File: config.mk
export PLATFORM = sky130hd
export DESIGN_NAME = tccs_ctrl
export DESIGN_NICKNAME = d
export VERILOG_FILES = /design/src/rtl/core/tccs_pkg.sv /design/src/rtl/core/tccs_ctrl.sv
export SDC_FILE = /design/constraint.sdc
export NUM_CORES = 1
export LEC_CHECK = 0
export BUFFER_PORTS_ARGS = -buffer_cell sky130_fd_sc_hd__buf_2
export CELL_PAD_IN_SITES_DETAIL_PLACEMENT = 0
export CELL_PAD_IN_SITES_GLOBAL_PLACEMENT = 1
export CORE_MARGIN = 2
export CORE_UTILIZATION = 42
export DETAILED_ROUTE_END_ITERATION = 10
export PLACE_DENSITY = 0.95
export SLEW_MARGIN = 20
export SYNTH_ARGS = -nofsm -noshare
export SYNTH_HDL_FRONTEND = slang
export SYNTH_SLANG_ARGS = --single-unit
File: constraint.sdc
create_clock -name clk -period 7.1 [get_ports clk]
set_clock_uncertainty 0.1 [all_clocks]
set_input_delay 1.42 -clock clk [delete_from_list [all_inputs] [get_ports clk]]
set_output_delay 1.42 -clock clk [all_outputs]
set_load 0.01 [all_outputs]
File: src/rtl/core/tccs_pkg.sv
// ----------------------------------------------------------------------------
// tccs_pkg
// Shared types and constants of the character-cell text console.
// ----------------------------------------------------------------------------
`default_nettype none

package tccs_pkg;

    localparam int COLUMNS_DEFAULT = 80;
    localparam int ROWS_DEFAULT    = 25;

    localparam int CHAR_W  = 8;
    localparam int ATTR_W  = 8;
    localparam int INDEX_W = 11;
    localparam int COL_OUT_W = 7;
    localparam int ROW_OUT_W = 5;

    localparam logic [CHAR_W-1:0] BLANK_CHAR   = 8'h20;
    localparam logic [CHAR_W-1:0] NEWLINE_CHAR = 8'h0a;
    localparam logic [CHAR_W-1:0] RETURN_CHAR  = 8'h0d;
    localparam logic [ATTR_W-1:0] RESET_ATTR   = 8'h1f;

    typedef enum logic [1:0] {
        OP_PUT      = 2'd0,
        OP_CLEAR    = 2'd1,
        OP_SET_ATTR = 2'd2,
        OP_READ     = 2'd3
    } op_t;

    typedef enum logic [1:0] {
        ST_FILL,
        ST_IDLE,
        ST_SCROLL,
        ST_POST
    } state_t;

    typedef struct packed {
        logic [ROW_OUT_W-1:0] cursor_row;
        logic [COL_OUT_W-1:0] cursor_col;
        logic [ATTR_W-1:0]    cell_attr;
        logic [CHAR_W-1:0]    cell_char;
    } result_t;

endpackage

`default_nettype wire

File: src/rtl/core/tccs_ctrl.sv
// ----------------------------------------------------------------------------
// tccs_ctrl
// Sequencer: cursor and attribute state, clear and scroll sweeps over the
// character store, and result formation.
// ----------------------------------------------------------------------------
`default_nettype none

module tccs_ctrl import tccs_pkg::*; #(
    parameter int COLUMNS = COLUMNS_DEFAULT,
    parameter int ROWS    = ROWS_DEFAULT,
    parameter int CELLS   = COLUMNS * ROWS,
    parameter int CELL_W  = $clog2(CELLS)
) (
    input  wire logic               clk,
    input  wire logic               rst_n,
    input  wire logic               in_valid,
    output logic                    in_ready,
    input  wire op_t                in_op,
    input  wire logic [CHAR_W-1:0]  in_char,
    input  wire logic [ATTR_W-1:0]  in_attr,
    input  wire logic [INDEX_W-1:0] in_index,
    input  wire logic               out_free,
    output logic                    res_valid,
    output result_t                 res,
    output logic                    mem_we,
    output logic      [CELL_W-1:0]  mem_waddr,
    output logic      [CHAR_W-1:0]  mem_wdata,
    output logic                    mem_re,
    output logic      [CELL_W-1:0]  mem_raddr,
    input  wire logic [CHAR_W-1:0]  mem_rdata
);

    localparam int COL_W = $clog2(COLUMNS);
    localparam int ROW_W = $clog2(ROWS);
    localparam int CNT_W = $clog2(CELLS + 1);
    localparam int MOVED = (ROWS - 1) * COLUMNS;

    state_t            state_reg, state_next;
    logic [CNT_W-1:0]  cnt_reg, cnt_next;
    logic              fill_reply_reg, fill_reply_next;
    logic [COL_W-1:0]  col_reg, col_next;
    logic [ROW_W-1:0]  row_reg, row_next;
    logic [CNT_W-1:0]  base_reg, base_next;
    logic [ATTR_W-1:0] attr_reg, attr_next;
    op_t               op_reg, op_next;
    logic              idx_ok_reg, idx_ok_next;

    logic              accept;
    logic              is_nl;
    logic              is_cr;
    logic [COL_W:0]    col_inc;
    logic [ROW_W:0]    row_inc;
    logic [CNT_W-1:0]  base_inc;
    logic [COL_W:0]    put_col;
    logic [ROW_W:0]    put_row;
    logic [CNT_W-1:0]  put_base;
    logic [CELL_W-1:0] pos;
    logic [CNT_W:0]    scroll_raddr;

    assign in_ready = (state_reg == ST_IDLE);
    assign accept   = in_valid && in_ready;

    assign is_nl    = (in_char == NEWLINE_CHAR);
    assign is_cr    = (in_char == RETURN_CHAR);
    assign col_inc  = (COL_W + 1)'(col_reg) + (COL_W + 1)'(1);
    assign row_inc  = (ROW_W + 1)'(row_reg) + (ROW_W + 1)'(1);
    assign base_inc = base_reg + CNT_W'(COLUMNS);
    assign pos      = CELL_W'(base_reg + CNT_W'(col_reg));
    assign scroll_raddr = (CNT_W + 1)'(cnt_reg) + (CNT_W + 1)'(COLUMNS);

    // Cursor after a put, before the bottom-edge check.
    always_comb
    begin
        put_col  = (COL_W + 1)'(col_reg);
        put_row  = (ROW_W + 1)'(row_reg);
        put_base = base_reg;
        if (is_nl)
        begin
            put_col  = '0;
            put_row  = row_inc;
            put_base = base_inc;
        end
        else if (is_cr)
        begin
            put_col = '0;
        end
        else if (col_inc == (COL_W + 1)'(COLUMNS))
        begin
            put_col  = '0;
            put_row  = row_inc;
            put_base = base_inc;
        end
        else
        begin
            put_col = col_inc;
        end
    end

    always_ff @(posedge clk or negedge rst_n)
    begin
        if (!rst_n)
        begin
            state_reg      <= ST_FILL;
            cnt_reg        <= '0;
            fill_reply_reg <= 1'b0;
            col_reg        <= '0;
            row_reg        <= '0;
            base_reg       <= '0;
            attr_reg       <= RESET_ATTR;
            op_reg         <= OP_PUT;
            idx_ok_reg     <= 1'b0;
        end
        else
        begin
            state_reg      <= state_next;
            cnt_reg        <= cnt_next;
            fill_reply_reg <= fill_reply_next;
            col_reg        <= col_next;
            row_reg        <= row_next;
            base_reg       <= base_next;
            attr_reg       <= attr_next;
            op_reg         <= op_next;
            idx_ok_reg     <= idx_ok_next;
        end
    end

    always_comb
    begin
        state_next      = state_reg;
        cnt_next        = cnt_reg;
        fill_reply_next = fill_reply_reg;
        col_next        = col_reg;
        row_next        = row_reg;
        base_next       = base_reg;
        attr_next       = attr_reg;
        op_next         = op_reg;
        idx_ok_next     = idx_ok_reg;
        res_valid       = 1'b0;
        mem_we          = 1'b0;
        mem_waddr       = '0;
        mem_wdata       = BLANK_CHAR;
        mem_re          = 1'b0;
        mem_raddr       = '0;

        unique case (state_reg)
            ST_FILL:
            begin
                mem_we    = 1'b1;
                mem_waddr = CELL_W'(cnt_reg);
                cnt_next  = cnt_reg + CNT_W'(1);
                if (cnt_reg == CNT_W'(CELLS - 1))
                begin
                    cnt_next   = '0;
                    state_next = fill_reply_reg ? ST_POST : ST_IDLE;
                end
            end

            ST_IDLE:
            begin
                if (accept)
                begin
                    op_next     = in_op;
                    idx_ok_next = (32'(in_index) < CELLS);
                    state_next  = ST_POST;
                    unique case (in_op)
                        OP_PUT:
                        begin
                            if (!is_nl && !is_cr)
                            begin
                                mem_we    = 1'b1;
                                mem_waddr = pos;
                                mem_wdata = in_char;
                            end
                            col_next  = COL_W'(put_col);
                            row_next  = ROW_W'(put_row);
                            base_next = put_base;
                            // Leaving the bottom row scrolls the screen up a line.
                            if (put_row == (ROW_W + 1)'(ROWS))
                            begin
                                col_next   = '0;
                                row_next   = ROW_W'(ROWS - 1);
                                base_next  = CNT_W'(MOVED);
                                cnt_next   = '0;
                                state_next = ST_SCROLL;
                            end
                        end
                        OP_CLEAR:
                        begin
                            col_next        = '0;
                            row_next        = '0;
                            base_next       = '0;
                            cnt_next        = '0;
                            fill_reply_next = 1'b1;
                            state_next      = ST_FILL;
                        end
                        OP_SET_ATTR:
                        begin
                            // Every cell always carries the current attribute, so
                            // the store holds characters only and this is one write.
                            attr_next = in_attr;
                        end
                        OP_READ:
                        begin
                            mem_re    = 1'b1;
                            mem_raddr = CELL_W'(in_index);
                        end
                        default:
                        begin
                            state_next = ST_POST;
                        end
                    endcase
                end
            end

            ST_SCROLL:
            begin
                // Read runs one row ahead; each write lands in the cycle after its read.
                if (cnt_reg < CNT_W'(MOVED))
                begin
                    mem_re    = 1'b1;
                    mem_raddr = CELL_W'(scroll_raddr);
                end
                if (cnt_reg != '0)
                begin
                    mem_we    = 1'b1;
                    mem_waddr = CELL_W'(cnt_reg - CNT_W'(1));
                    mem_wdata = (cnt_reg <= CNT_W'(MOVED)) ? mem_rdata : BLANK_CHAR;
                end
                cnt_next = cnt_reg + CNT_W'(1);
                if (cnt_reg == CNT_W'(CELLS))
                begin
                    cnt_next   = '0;
                    state_next = ST_POST;
                end
            end

            ST_POST:
            begin
                if (out_free)
                begin
                    res_valid  = 1'b1;
                    state_next = ST_IDLE;
                end
            end

            default:
            begin
                state_next = ST_IDLE;
            end
        endcase
    end

    always_comb
    begin
        res            = '0;
        res.cursor_col = COL_OUT_W'(col_reg);
        res.cursor_row = ROW_OUT_W'(row_reg);
        if (op_reg == OP_READ && idx_ok_reg)
        begin
            res.cell_char = mem_rdata;
            res.cell_attr = attr_reg;
        end
    end

endmodule

`default_nettype wire
## Yosys cells after proc, flatten, opt, wreduce, memory -nomap -nowiden

Cells that the tools add are included.
Widths: inputs -> output; s select.

| operators by class | value |
|---|---|
| add/sub/neg operators | 7 |
| $lt $le $gt $ge | 3 |
| eq/ne operators | 21 |
| muxes and demuxes | 56 |
| reductions and logical operators | 17 |

Operators with widths:

| kind | count |
|---|---|
| $mux 11 | 15 |
| $pmux 11 s2 | 3 |
| $pmux 11 s3 | 2 |
| $mux 8 | 5 |
| $mux 7 | 4 |
| $add 11x7->11 const B | 2 |
| $eq 11x11->1 const B | 2 |
| $lt 11x11->1 const B | 2 |
| $mux 6 | 3 |
| $eq 8x4->1 const B | 2 |
| $mux 16 | 1 |
| $pmux 8 s2 | 1 |
| $pmux 7 s2 | 1 |
| $add 11x1->11 const B | 1 |
| $add 11x7->11 | 1 |
| $le 11x11->1 const B | 1 |
| $reduce_bool 11->1 | 1 |
| $sub 11x1->11 const B | 1 |
| $eq 2x2->1 const B | 5 |
| $mux 1 | 10 |
| $mux 2 | 5 |
| $pmux 5 s2 | 1 |
| $reduce_and 3->1 | 3 |
| $add 7x1->8 const B | 1 |
| other kinds (22) | 31 |

| storage, ports and cells | value |
|---|---|
| flip-flop bits (word level) | 48 |
| input bits | 41 |
| word-level logic and storage cells | 113 |

## Logic depth before layout (Yosys ltp)

| depth | value |
|---|---|
| depth after elaboration | 10 |
| gate-level depth with buffers | 11 |
| mapped depth without buffers | 10 |

## Worst setup path after synthesis

Ideal clock, no wire load.

| timing path | value |
|---|---|
| kind | in2out |
| start | input in_valid |
| end | output mem_waddr[1] |
| data arrival time | 3,198 ps |
| data required time | 5,580 ps |
| path slack | 2,382 ps |
| stages | 7 |
| cell sequence | nand2_1 -> or2_0 -> clkbuf_1 -> nor4_1 -> clkbuf_1 -> a22oi_1 -> a21oi_1 |

| between the ends | value |
|---|---|
| cells in the longest elaborated chain, start to end | 3 |

RTL lines:

| element | line | text |
|---|---|---|
| from (decl) | tccs_ctrl.sv:16 | `input wire logic in_valid,` |
| $logic_and 1x1->1 | tccs_ctrl.sv:61 | `assign accept = in_valid && in_ready;` |
| $mux 11 | tccs_ctrl.sv:160 | `if (accept)` |
| $pmux 11 s3 | tccs_ctrl.sv:145 | `unique case (state_reg)` |
| to (decl) | tccs_ctrl.sv:26 | `output logic [CELL_W-1:0] mem_waddr,` |

Every way passes these cells.

## Final worst setup path

| timing path | value |
|---|---|
| start | input in_valid |
| end | output mem_waddr[5] |

Same word-level chain as after synthesis.

==> results.md <==
Run status:
- The flow ran to the end, and the final reports show no timing, DRC or antenna violations.

CTS:
- The later-pin clock latency in the skew report is 0.31 ns.
- The maximum level of the CTS H-tree is 2.
- The clock tree from TritonCTS is yes.
- The count of cells resized by post-cts repair is 0.
- Clock tree synthesis inserted a total of 5 buffers.
- CTS saw 44 sinks.
- In this run, post-CTS hold repair placed 0 buffers.
- After clock tree synthesis, the clock-pin slew on the worst setup and hold paths is about 0.070 ns.
- The number of buffers between clock root and the deepest sink is 2.
- Once the clock tree was built, the setup fixing pass inserted 0 buffers.
- The root buffer cell chosen for the clock tree is clkbuf_8.

Timing:
- The final-report hold violation count was 0.
- Setup repair after global routing left no endpoint under its margin.
- The headroom to the max-slew limit is 0.436.
- The number of setup violations in the final report is 0.
- The smallest hold slack is approximately 0.38 ns.
- The post-route minimum period is roughly 5 ns.
- In the finished design, the share of the clock period the worst path needs comes to 0.725.
- For the pin with the worst max-slew slack, the measured transition is roughly 0.85 ns.
- The post-route setup TNS is 0 ns.
- The final count of pins violating max slew is 0.
- Static timing analysis puts the maximum clock frequency at approximately 190 MHz.

Logic synthesis:
- In the synthesized netlist the async set-or-reset flop fraction comes to 1.00.
- The cell area after technology mapping is 3760 um^2.
- The average footprint of a synthesized cell is slightly above 8 um^2.
- The post-synthesis register bit count is between 40 and 50.
- The largest total area in the synthesized netlist belongs to dfrtp_1.
- Synthesis instantiated 63 different standard cells from the library.
- The share of the Yosys chip area taken by registers is 0.294.
- For this run, the leading register cell type out of synthesis is dfrtp_1.
- Of the total synthesized cell area, the portion taken by full adders, half adders and majority gates is 0.0565.
- The area fraction in compound gates after synthesis is 0.268.
- The Yosys step of the flow raised 0 warnings.
- The number of enable flip-flop cells after synthesis is 0.
- Of the post-synthesis cell area, the dominant cell type holds 0.259.
- Sorting the synthesized cells by how often they occur yields dfrtp_1, nand2_1, nor2_1.
- Of the total synthesized cell area, the portion taken by XOR and XNOR cells is 0.0349.
- The fraction of the mapped netlist area in simple logic gates is 0.259.
- The synthesized netlist net count is about 520.
- Measured against the total synthesized area, the mux share comes to 0.0349.
- The main combinational cell family by area after synthesis is compound AO/OA/AOI/OAI gates.
- The instance count of the mapped netlist is 463.
- Yosys attributes the largest share of cell area to dfrtp_1, ha_1, nand2_1.

Critical path:
- The minimum setup slack among reg-to-reg paths is roughly 3.3 ns.
- The length in cells of the worst reg-to-reg path is 8.
- Along the worst path, the maximum fanout reaches 19.
- Together, buffers and inverters on the worst path number 4.
- The slowest cell on the critical path is nor4_2.
- Traced cell by cell, the critical path runs through buf_2 -> nand2_1 -> or2_0 -> buf_4 -> nor4_2 -> buf_4 -> nand3_1 -> a21oi_1 -> buf_2.
- The data arrival time of the critical path is around 3.6 ns.
- The start of the worst register-to-register path is col_reg[0].
- The nature of the critical path endpoint is an output pin.
- The critical path is of the input port to output pin type.
- In this design, the largest share of critical-path delay is due to simple AND/OR/NAND/NOR gates.
- At the worst endpoint, the required time is about 5.6 ns.
- The sort of element at the start of the critical path is an input port.
- The capture point of the worst reg-to-reg path is cnt_reg[0].
- In this design, the stage delay of the slowest critical-path cell is about 0.7 ns.

Power:
- Internal power comes to 731 uW.
- The maximum ir drop on the vdd rail is 134 uV.
- Of the total power, combinational logic draws 0.553.
- Of the total power, registers draw 0.303.
- The analysis attributes to net switching a power of between 600 and 700 uW.
- Of the total power, the share spent switching nets is 0.460.
- Of the total power, the clock network draws 0.144.
- The power density over the cells is 307 nW/um^2.
- After layout, the design draws a total of 1.35 mW.
- In this run the static leakage power is approximately 2.1 nW.

Route:
- In this run the remaining antenna-violating nets after routing total 0.
- Dividing the detail-routed wire length by the instance count gives 16.5 um.
- The routed design has about 11000 um of wire.
- In the routed layout, each cell is associated on average with a via count of roughly 5.9.
- The detailed-routing iteration count for the pre-antenna-repair pass is 4.
- The violation count after the first detailed-route iteration is around 240.
- The remaining routing DRC violations is 0.
- The vias after detailed routing is around 3800.

Global routing:
- The number of antenna violations at the first check in global routing came to 0.
- The global-route wire length before repair is roughly 18000 um.
- The number of global-route vias before repair is 3741.
- Entering global routing, the biggest net connects 45 pins.
- For this run, the total global-route usage over all layers was measured as 0.223.
- Global routing finished with a remaining overflow of 0.

Final layout:
- The fill cell instance count of the final layout is 855.
- Compared with the post-synthesis result, the final layout area differs by 17.3%.
- The proportion of layout cells with a drive suffix above 1 is 0.251.
- The register with the most flip-flops in the layout has 11 of them.
- The number of antenna cells inserted is 0.
- The final layout contains about 600 nets.
- The finished cells cover between 4000 and 5000 um^2.

Min path:
- The class of the tightest hold or removal check is register to register.
- The worst hold path was traced through 2 stages.
- The launch instance of the worst min-delay path is op_reg[0].
- The worst-case hold path end point is op_reg[0].

Floorplanning:
- The area enclosed by the die boundary is 9740 um^2.
- The chip height is about 99 um.
- The number of rows created at floorplan is 34.
- In this run the horizontal extent of the chip is 98.7 um.
- For this configuration, the core starts out at a cell density of 0.432.
- The core box area is 8720 um^2.
- For this design the top-level I/O count stands at 103.

Place:
- Summed over all nets, the half-perimeter wirelength after detailed placement is roughly 8000 um.
- The number of buffers added on ports is 102.
- The final weighted congestion in routability-driven placement is about 0.88.
- Once placement finished, the instance area stood at between 4000 and 5000 um^2.

Job:
- Max-cap violations in this run came to 0.
power by group through the flow:
stage | registers, mW | clock network (mW) | logic, mW
floorplan | 0.383 | 0 | 0.559
global placement | 0.410 | 0 | 0.721
detailed placement | 0.415 | 0 | 0.740
CTS | 0.411 | 0.200 | 0.744
global route | 0.425 | 0.212 | 0.828
finish | 0.411 | 0.195 | 0.749
cells by family (layout without fill, tap and decap cells):
group           count (synthesis)  after routing
simple gates                  184            184
compound gates                141            141
buf+inv                        49            131
flops                          44             44
fa+ha+maj                      17             17
xor+xnor                       15             15
mux                            12             12
other cells                     1              1
worst max path at each step:
stage	start	endpoint	cells after the start
floorplan	in_valid	mem_waddr[1]	7
global placement	in_valid	mem_waddr[1]	9
detailed placement	in_valid	mem_waddr[5]	9
CTS	in_valid	mem_waddr[5]	9
global route	in_valid	mem_waddr[5]	9
finish	in_valid	mem_waddr[5]	9
worst register-to-register path, stage by stage, from the launching register on:
cell	delay, ns
dfrtp_1	0.50
and2_2	0.29
o21ai_1	0.30
nand2_1	0.18
a221oi_1	0.29
a221o_1	0.57
o22a_1	0.58
or2_0	0.73
o21ai_1	0.12
layer usage:
metal	track usage	share of wire
met1	0.284	0.43
met2	0.384	0.50
met3	0.0355	0.046
met4	0.0769	0.023
met5	0	0
final cells by class:
| class | instances | area, um^2 | share of cell area |
|---|---|---|---|
| timing repair buffer | 104 | 528 | 0.120 |
| sequential | 44 | 1110 | 0.251 |
| tap | 108 | 135 | 0.0306 |
| multi-input combinational | 370 | 2470 | 0.559 |
| clock inverter | 1 | 30.0 | 0.00680 |
| inverter | 19 | 71.3 | 0.0161 |
| clock buffer | 7 | 76.3 | 0.0173 |
through the flow:
step	std cells	setup slack (ns)	utilization
floorplan	463	2.38	-
global placement	645	2.12	0.494
detailed placement	645	2.01	0.494
CTS	653	1.99	0.506
global route	653	1.79	0.507
finish	653	1.96	0.507
cells in the final DEF, fill, tap and decap left out, types with 7 or more instances in the layout:
| cell type | count |
|---|---|
| nor3_1 | 8 |
| nor2b_1 | 20 |
| dfrtp_1 | 39 |
| o21ai_0 | 18 |
| nand2_1 | 39 |
| xnor2_1 | 7 |
| and2_1 | 22 |
| o21ai_1 | 19 |
| a21o_1 | 7 |
| mux2_2 | 9 |
| xor2_1 | 8 |
| nand3_1 | 12 |
| nor2_1 | 36 |
| ha_1 | 17 |
| a22oi_1 | 18 |
| buf_2 | 101 |
| a22o_1 | 7 |
| and3_1 | 9 |
| o31ai_2 | 9 |
| nand4_1 | 9 |
| inv_1 | 19 |
| a21oi_1 | 24 |
Power figures use the tool's default switching activity.
